[src/hdl/ilb_pkg.sv]
// Package of the indexed list buffer: field widths, request kinds, status codes,
// transfer payload types and the memory control group. Depends on nothing.
`default_nettype none

package ilb_pkg;

   localparam int CAPACITY_DEFAULT   = 16;
   localparam int DATA_WIDTH_DEFAULT = 32;

   localparam int KIND_W   = 3;
   localparam int POS_W    = 5;
   localparam int VALUE_W  = 32;
   localparam int DATA_W   = 32;
   localparam int STATUS_W = 2;
   localparam int COUNT_W  = 5;

   typedef enum logic [KIND_W-1:0] {
      KIND_READ       = 3'd0,
      KIND_INSERT     = 3'd1,
      KIND_PUSH_BACK  = 3'd2,
      KIND_PUSH_FRONT = 3'd3,
      KIND_POP_BACK   = 3'd4,
      KIND_POP_FRONT  = 3'd5,
      KIND_CLEAR      = 3'd6
   } kind_type;

   typedef enum logic [STATUS_W-1:0] {
      STATUS_OK    = 2'd0,
      STATUS_RANGE = 2'd1,
      STATUS_EMPTY = 2'd2,
      STATUS_FULL  = 2'd3
   } status_type;

   typedef struct packed {
      logic [KIND_W-1:0]  kind;
      logic [POS_W-1:0]   position;
      logic [VALUE_W-1:0] value;
   } req_type;

   typedef struct packed {
      logic [DATA_W-1:0]   data;
      logic [STATUS_W-1:0] status;
      logic [COUNT_W-1:0]  entry_count;
   } rsp_type;

   typedef struct packed {
      logic rd_en;
      logic wr_en;
   } mem_ctl_type;

endpackage

`default_nettype wire

[src/hdl/ilb_store.sv]
// Entry memory of the indexed list buffer: one write port and one registered read port.
// Depends on ilb_pkg for the memory control group.
`default_nettype none

module ilb_store #(
   parameter int CAPACITY   = ilb_pkg::CAPACITY_DEFAULT,
   parameter int DATA_WIDTH = ilb_pkg::DATA_WIDTH_DEFAULT
) (
   input  logic                        clock,
   input  ilb_pkg::mem_ctl_type        mem_ctl,
   input  logic [$clog2(CAPACITY)-1:0] rd_addr,
   input  logic [$clog2(CAPACITY)-1:0] wr_addr,
   input  logic [DATA_WIDTH-1:0]       wr_data,
   output logic [DATA_WIDTH-1:0]       rd_data
);
   import ilb_pkg::*;

   logic [DATA_WIDTH-1:0] mem_ff [CAPACITY];
   logic [DATA_WIDTH-1:0] rd_data_ff;

   always_ff @(posedge clock) begin
      if (mem_ctl.wr_en) begin
         mem_ff[wr_addr] <= wr_data;
      end
      if (mem_ctl.rd_en) begin
         rd_data_ff <= mem_ff[rd_addr];
      end
   end

   assign rd_data = rd_data_ff;

endmodule

`default_nettype wire

[src/hdl/ilb_seq.sv]
// Sequencer of the indexed list buffer: decodes a request, keeps the entry count and
// moves entries one at a time through the shared index adder. Depends on ilb_pkg.
`default_nettype none

module ilb_seq #(
   parameter int CAPACITY   = ilb_pkg::CAPACITY_DEFAULT,
   parameter int DATA_WIDTH = ilb_pkg::DATA_WIDTH_DEFAULT
) (
   input  logic                        clock,
   input  logic                        reset,
   input  logic                        req_valid,
   output logic                        req_ready,
   input  ilb_pkg::req_type            req_payload,
   output logic                        rsp_valid,
   input  logic                        rsp_ready,
   output ilb_pkg::rsp_type            rsp_payload,
   output ilb_pkg::mem_ctl_type        mem_ctl,
   output logic [$clog2(CAPACITY)-1:0] rd_addr,
   output logic [$clog2(CAPACITY)-1:0] wr_addr,
   output logic [DATA_WIDTH-1:0]       wr_data,
   input  logic [DATA_WIDTH-1:0]       rd_data
);
   import ilb_pkg::*;

   localparam int AW     = $clog2(CAPACITY);
   localparam int CW     = $clog2(CAPACITY + 1);
   localparam int CMP_W  = (CW > POS_W) ? CW : POS_W;
   localparam int IO_W   = (VALUE_W > DATA_W) ? VALUE_W : DATA_W;
   localparam int WIDE_W = (DATA_WIDTH > IO_W) ? DATA_WIDTH : IO_W;

   typedef enum logic [7:0] {
      ST_IDLE    = 8'b0000_0001,
      ST_RD_WAIT = 8'b0000_0010,
      ST_UP_RD   = 8'b0000_0100,
      ST_UP_WR   = 8'b0000_1000,
      ST_INS_WR  = 8'b0001_0000,
      ST_DN_RD   = 8'b0010_0000,
      ST_DN_WR   = 8'b0100_0000,
      ST_DONE    = 8'b1000_0000
   } state_type;

   state_type             state_ff, state_in;
   logic [CW-1:0]         cnt_ff, cnt_in;
   logic [CW-1:0]         idx_ff, idx_in;
   logic [CW-1:0]         target_ff, target_in;
   logic [DATA_WIDTH-1:0] word_ff, word_in;
   logic [DATA_W-1:0]     data_ff, data_in;
   status_type            status_ff, status_in;
   logic                  rsp_valid_ff, rsp_valid_in;
   rsp_type               rsp_ff, rsp_in;

   logic [CMP_W-1:0]  pos_ext;
   logic [CMP_W-1:0]  cnt_ext;
   logic [CMP_W-1:0]  at_ext;
   logic [CW-1:0]     cnt_dec;
   logic [WIDE_W-1:0] value_wide;
   logic [WIDE_W-1:0] rd_wide;
   logic              adj_up;
   logic [CW-1:0]     idx_adj;
   logic [CW-1:0]     cmp_a;
   logic              cmp_hit;

   // The one index adder and comparator that every move step shares.
   always_comb begin
      adj_up  = (state_ff == ST_DN_RD) || (state_ff == ST_DN_WR);
      idx_adj = adj_up ? idx_ff + 1'b1 : idx_ff - 1'b1;
      cmp_a   = (state_ff == ST_RD_WAIT) ? idx_ff : idx_adj;
      cmp_hit = (cmp_a == target_ff);
   end

   always_comb begin
      pos_ext    = CMP_W'(req_payload.position);
      cnt_ext    = CMP_W'(cnt_ff);
      cnt_dec    = cnt_ff - 1'b1;
      value_wide = WIDE_W'(req_payload.value);
      rd_wide    = WIDE_W'(rd_data);
      unique case (req_payload.kind)
         KIND_INSERT:     at_ext = pos_ext;
         KIND_PUSH_BACK:  at_ext = cnt_ext;
         default:         at_ext = '0;
      endcase
   end

   always_comb begin
      state_in     = state_ff;
      cnt_in       = cnt_ff;
      idx_in       = idx_ff;
      target_in    = target_ff;
      word_in      = word_ff;
      data_in      = data_ff;
      status_in    = status_ff;
      rsp_valid_in = rsp_valid_ff;
      rsp_in       = rsp_ff;
      mem_ctl      = '0;
      rd_addr      = idx_adj[AW-1:0];
      wr_addr      = idx_ff[AW-1:0];
      wr_data      = rd_data;
      req_ready    = (state_ff == ST_IDLE);

      if (rsp_valid_ff && rsp_ready) begin
         rsp_valid_in = 1'b0;
      end

      unique case (state_ff)
         ST_IDLE: begin
            if (req_valid) begin
               data_in   = '0;
               status_in = STATUS_OK;
               word_in   = value_wide[DATA_WIDTH-1:0];
               idx_in    = '0;
               target_in = '0;
               state_in  = ST_DONE;
               unique case (req_payload.kind)
                  KIND_READ: begin
                     if (pos_ext < cnt_ext) begin
                        mem_ctl.rd_en = 1'b1;
                        rd_addr       = pos_ext[AW-1:0];
                        state_in      = ST_RD_WAIT;
                     end else begin
                        status_in = STATUS_RANGE;
                     end
                  end
                  KIND_INSERT, KIND_PUSH_BACK, KIND_PUSH_FRONT: begin
                     if (at_ext > cnt_ext) begin
                        status_in = STATUS_RANGE;
                     end else if (cnt_ext == CMP_W'(CAPACITY)) begin
                        status_in = STATUS_FULL;
                     end else begin
                        idx_in    = cnt_ff;
                        target_in = at_ext[CW-1:0];
                        state_in  = (at_ext == cnt_ext) ? ST_INS_WR : ST_UP_RD;
                     end
                  end
                  KIND_POP_BACK: begin
                     if (cnt_ff == '0) begin
                        status_in = STATUS_EMPTY;
                     end else begin
                        cnt_in        = cnt_dec;
                        mem_ctl.rd_en = 1'b1;
                        rd_addr       = cnt_dec[AW-1:0];
                        state_in      = ST_RD_WAIT;
                     end
                  end
                  KIND_POP_FRONT: begin
                     if (cnt_ff == '0) begin
                        status_in = STATUS_EMPTY;
                     end else begin
                        cnt_in        = cnt_dec;
                        target_in     = cnt_dec;
                        mem_ctl.rd_en = 1'b1;
                        rd_addr       = '0;
                        state_in      = ST_RD_WAIT;
                     end
                  end
                  KIND_CLEAR: begin
                     cnt_in = '0;
                  end
                  default: begin
                  end
               endcase
            end
         end
         ST_RD_WAIT: begin
            data_in  = rd_wide[DATA_W-1:0];
            state_in = cmp_hit ? ST_DONE : ST_DN_RD;
         end
         ST_UP_RD: begin
            mem_ctl.rd_en = 1'b1;
            state_in      = ST_UP_WR;
         end
         ST_UP_WR: begin
            mem_ctl.wr_en = 1'b1;
            idx_in        = idx_adj;
            state_in      = cmp_hit ? ST_INS_WR : ST_UP_RD;
         end
         ST_INS_WR: begin
            mem_ctl.wr_en = 1'b1;
            wr_addr       = target_ff[AW-1:0];
            wr_data       = word_ff;
            cnt_in        = cnt_ff + 1'b1;
            state_in      = ST_DONE;
         end
         ST_DN_RD: begin
            mem_ctl.rd_en = 1'b1;
            state_in      = ST_DN_WR;
         end
         ST_DN_WR: begin
            mem_ctl.wr_en = 1'b1;
            idx_in        = idx_adj;
            state_in      = cmp_hit ? ST_DONE : ST_DN_RD;
         end
         ST_DONE: begin
            if (!rsp_valid_ff || rsp_ready) begin
               rsp_valid_in       = 1'b1;
               rsp_in.data        = data_ff;
               rsp_in.status      = status_ff;
               rsp_in.entry_count = cnt_ext[COUNT_W-1:0];
               state_in           = ST_IDLE;
            end
         end
         default: begin
            state_in = ST_IDLE;
         end
      endcase
   end

   always_ff @(posedge clock) begin
      if (reset) begin
         state_ff     <= ST_IDLE;
         cnt_ff       <= '0;
         rsp_valid_ff <= 1'b0;
      end else begin
         state_ff     <= state_in;
         cnt_ff       <= cnt_in;
         rsp_valid_ff <= rsp_valid_in;
      end
   end

   always_ff @(posedge clock) begin
      idx_ff    <= idx_in;
      target_ff <= target_in;
      word_ff   <= word_in;
      data_ff   <= data_in;
      status_ff <= status_in;
      rsp_ff    <= rsp_in;
   end

   assign rsp_valid   = rsp_valid_ff;
   assign rsp_payload = rsp_ff;

endmodule

`default_nettype wire

[src/hdl/indexed_list_buffer.sv]
// Top level of the indexed list buffer: the sequencer and the entry memory.
// Depends on ilb_pkg, ilb_seq and ilb_store.
//
// The block holds an ordered list of up to CAPACITY words and serves one request
// at a time; req_ready is high only while no request is in progress. A clear, an
// unused kind or any request that fails goes from idle straight to the done state,
// which loads its result into the output register once that register is free; a
// read or a pop back first passes a state that waits for the registered read. An
// insert or push moves each entry from its index upward up by one place, last entry
// first, then writes the new word, and a pop front reads the first entry, then moves
// each later entry down by one place. Every move is a read then a write, as the
// single entry memory has one registered read port and one write port.
// The result register lets the next request be accepted while a result still waits
// for its transfer; the block stalls before loading a further result until it is taken.
`default_nettype none

module indexed_list_buffer #(
   parameter int CAPACITY   = ilb_pkg::CAPACITY_DEFAULT,
   parameter int DATA_WIDTH = ilb_pkg::DATA_WIDTH_DEFAULT
) (
   input  logic             clock,
   input  logic             reset,
   input  logic             req_valid,
   output logic             req_ready,
   input  ilb_pkg::req_type req_payload,
   output logic             rsp_valid,
   input  logic             rsp_ready,
   output ilb_pkg::rsp_type rsp_payload
);
   import ilb_pkg::*;

   localparam int AW = $clog2(CAPACITY);

   mem_ctl_type           mem_ctl;
   logic [AW-1:0]         rd_addr;
   logic [AW-1:0]         wr_addr;
   logic [DATA_WIDTH-1:0] wr_data;
   logic [DATA_WIDTH-1:0] rd_data;

   ilb_seq #(
      .CAPACITY   (CAPACITY),
      .DATA_WIDTH (DATA_WIDTH)
   ) u_seq (
      .clock       (clock),
      .reset       (reset),
      .req_valid   (req_valid),
      .req_ready   (req_ready),
      .req_payload (req_payload),
      .rsp_valid   (rsp_valid),
      .rsp_ready   (rsp_ready),
      .rsp_payload (rsp_payload),
      .mem_ctl     (mem_ctl),
      .rd_addr     (rd_addr),
      .wr_addr     (wr_addr),
      .wr_data     (wr_data),
      .rd_data     (rd_data)
   );

   ilb_store #(
      .CAPACITY   (CAPACITY),
      .DATA_WIDTH (DATA_WIDTH)
   ) u_store (
      .clock   (clock),
      .mem_ctl (mem_ctl),
      .rd_addr (rd_addr),
      .wr_addr (wr_addr),
      .wr_data (wr_data),
      .rd_data (rd_data)
   );

endmodule

`default_nettype wire

[config.mk]
export PLATFORM = sky130hd
export DESIGN_NAME = indexed_list_buffer
export DESIGN_NICKNAME = d
export VERILOG_FILES = /design/src/hdl/ilb_pkg.sv /design/src/hdl/ilb_store.sv /design/src/hdl/ilb_seq.sv /design/src/hdl/indexed_list_buffer.sv
export SDC_FILE = /design/constraint.sdc
export NUM_CORES = 1
export LEC_CHECK = 0
export ABC_AREA = 1
export ABC_CLOCK_PERIOD_IN_PS = 5400
export BUFFER_PORTS_ARGS = -buffer_cell sky130_fd_sc_hd__clkbuf_2
export CAP_MARGIN = 20
export CORE_MARGIN = 2
export CORE_UTILIZATION = 56
export CTS_CLUSTER_DIAMETER = 30
export DETAILED_ROUTE_END_ITERATION = 10
export GPL_TIMING_DRIVEN = 1
export PLACE_DENSITY = 0.83
export SLEW_MARGIN = 20
export SYNTH_ARGS = -nofsm -noshare
export SYNTH_HDL_FRONTEND = slang
export SYNTH_HIERARCHICAL = 1
export SYNTH_SLANG_ARGS = --single-unit
[constraint.sdc]
create_clock -name clock -period 5.4 [get_ports clock]
set_clock_uncertainty 0.15 [all_clocks]
set_input_delay 0.27 -clock clock [delete_from_list [all_inputs] [get_ports clock]]
set_output_delay 0.27 -clock clock [all_outputs]
set_load 0.005 [all_outputs]
==> qor.yml <==
place_area_mm2: 0.03030
final_common_cell: "nand2_1"
yosysSeqAreaShare: 0.6925
place_hpwl_um: 41730
post_cts_buffers: 0
core_area_mm2: 0.05120
cts_resized: 0
worstMarginPinSlew_ps: 1186
syn-instance-count: 2696
min_path_type: "input port to register"
syn_area_mm2: 0.02898
yosysWarnings: 6
drt_iter0_drc: 3034
antenna_found_initial: 1
crit_start: "u_seq/cnt_ext[2]"
top_usage_layer: "met2"
fin_area_mm2: 0.03468
vias_per_cell: 5.768
grt_pass1_vias: 21500
cts_num_sinks: 673
cts_tree: "built"
reg2reg_to: "u_store/rd_data[16]"
maxCapViolCount: 0
cts_max_path_buffers: 3
final_cell_mix: "784 x nand2_1, 659 x edfxtp_1, 471 x inv_1"
fp.dieW_um: 231.5
finalWirelength_um: 77970
holdPathEnd: "u_seq/status_ff[0]"
syn_nets: 2755
initial_core_util: 0.5660
port-buffer-count: 84
cts-root-buf: "clkbuf_16"
ant_nets: 0
max_stage_delay_ps: 850
worst_slack_ps: 1029
wire_per_inst_um: 21.37
met3_usage: 0.06361
p_leak_nw: 14.57
cts.htree.levels: 3
path_max_fanout: 79
met1_usage: 0.3556
peakVddDrop_v: 0.0005168
max_freq_mhz: 228.8
final_nets: 2928
rsz0062_at_grt: "no"
fp.dieArea_mm2: 0.05359
ys_seq_elements: 673
r2r_start: "u_seq/cnt_ext[2]"
grt-ovfl-total: 0
drtPass1Iterations: 6
start_kind: "register"
relSlewSlack: 0.2087
power_mw: 19.30
drive_gt1_frac: 0.1357
ys.flop_type: "edfxtp_1"
cpMaxStageDelayCell: "buf_4"
gp_congestion: 0.8941
num_rows: 83
fp.dieH_um: 231.5
syn_area_per_cell_um2: 10.75
synthDistinctLibCells: 42
syn_to_final_growth_pct: 19.67
grt_pass1_wl_um: 118600
dr_total_vias: 21050
n_antenna_cell: 0
worstPathRequired_ps: 5760
path_clk_slew_ps: 50
hold_viol_final: 0
crit_type: "register to register"
place_ws_ps: 1258
track_usage: 0.2916
hold_ws_ps: 58.23
cts_made_buffers: 115
r2r_cells: 16
whs_path_depth: 4
hold_path.startpoint: "req_payload[38]"
crit_chain: "inv_2 -> ha_1 -> a21oi_1 -> or2_2 -> and3_1 -> inv_1 -> nand2_1 -> nand3b_1 -> nand2_1 -> o21ai_4 -> buf_4 -> buf_4 -> nand3_1 -> nand3_1 -> nand3_1 -> nand2_1"
synth_edf_count: 659
finalCritPeriodShare: 0.8094
crit_arrival_ps: 4730
setup_viol: 0
tns_ps: 0
clk_latency_ps: 650
rrSetupSlack_ps: 1030
endpoint_kind: "register"
num_io_pins: 85
drv_slew: 0
status: "completed"
powerDensity_mw_per_mm2: 556.6
synthArstFlopShare: 0
use_met2: 0.4836
drc: 0
period_needed_ps: 4371
grt_max_degree: 257
==> metrics by stage <==
step           utilization  std cells
2_1_floorplan            -       2696
3_3_place_gp        0.5862       3382
3_5_place_dp        0.5918       3393
4_1_cts             0.6761       3647
5_1_grt             0.6774       3649
6_report            0.6774       3649
==> power breakdown <==
group | internal [mW] | leakage (nW) | switching (mW) | total, mW
Clock | 4.63 | 1.91 | 2.67 | 7.29
Combinational | 1.41 | 6.57 | 3.98 | 5.39
Sequential | 6.48 | 6.10 | 0.134 | 6.62
Total | 12.5 | 14.6 | 6.78 | 19.3
==> cell families (layout without fill, tap and decap cells) <==
group                    after synthesis  count (layout)  synth area share
AO/OA/AOI/OAI                         93              93           0.01796
XOR/XNOR                               6               6          0.001813
adder cells (fa/ha/maj)               15              15          0.006735
buffers and inverters                602             875           0.08911
flip-flops                           673             673            0.6925
AND/OR/NAND/NOR                     1307            1307            0.1919
==> worst max path at each step <==
stage / slack [ps] / to
after floorplan: 1650 / u_store/rd_data[10]
after global placement: 1380 / u_store/rd_data[17]
after detailed placement: 1260 / u_store/rd_data[3]
after CTS: 1150 / u_store/rd_data[16]
after global routing: 810 / u_store/rd_data[16]
final: 1030 / u_store/rd_data[16]
==> cell type report <==
class	instances	area, um2
timing repair buffer	174	1444
inverter	484	1824
tap	680	850.8
multi-input combinational	1421	6546
fill	3141	16520
sequential	673	20070
clock buffer	125	2937
clock inverter	92	1008
==> registers in the layout, summed over array words and instances, names as in the netlist <==
register / cells
u_seq/cnt_ext: 5
u_seq/data_ff: 32
u_seq/idx_ff: 5
u_seq/rsp_payload: 39
u_seq/rsp_valid: 1
u_seq/state_ff: 8
u_seq/status_ff: 2
u_seq/target_ff: 5
u_seq/word_ff: 32
u_store/mem_ff: 512
u_store/rd_data: 32
==> what timing repair did <==
item / 4_1_cts / 5_1_grt
hold buffers: 37 / 0
endpoints found under the setup margin: 0 / 0
endpoints found under the hold margin: 41 / 0
==> cell usage after synthesis, types with 2 or more instances <==
master | n | area share
a211oi_1 | 4 | 0.0010
nor2_1 | 75 | 0.0097
a21oi_1 | 11 | 0.0019
nor3_1 | 5 | 0.00086
inv_1 | 472 | 0.061
clkbuf_1 | 21 | 0.0027
buf_6 | 30 | 0.012
o211ai_1 | 2 | 0.00052
o21ai_1 | 5 | 0.00086
nor2_4 | 3 | 0.0012
nor4_1 | 3 | 0.00065
buf_4 | 6 | 0.0016
nor2_2 | 7 | 0.0015
dfxtp_1 | 14 | 0.0097
o21ai_0 | 53 | 0.0092
buf_1 | 15 | 0.0019
nand3_2 | 2 | 0.00069
ha_1 | 14 | 0.0060
nand2_4 | 2 | 0.00078
buf_2 | 45 | 0.0078
o22ai_1 | 12 | 0.0026
nand2_1 | 786 | 0.10
inv_2 | 10 | 0.0013
xor2_1 | 5 | 0.0015
edfxtp_1 | 659 | 0.68
a21oi_2 | 2 | 0.00060
nand3b_1 | 3 | 0.00078
o32ai_1 | 2 | 0.00060
nand4_1 | 5 | 0.0011
nand3_1 | 409 | 0.071
nand2_2 | 3 | 0.00065
==> layer usage <==
layer | share of wire | wire length, um
met5 | 0.00017 | 13
met1 | 0.35 | 27250
met4 | 0.049 | 3846
met2 | 0.49 | 37820
met3 | 0.12 | 9043
==> worst max-delay path, delay by kind of cell, from the launching register on <==
kind                       cells  cell delay [ps]
and+or+nand+nor                9             1460
DFF                            1              460
buffers and inverters          4             1620
AOI/OAI and AO/OA              2              160
adders and majority gates      1              330
Power figures use the tool's default switching activity.
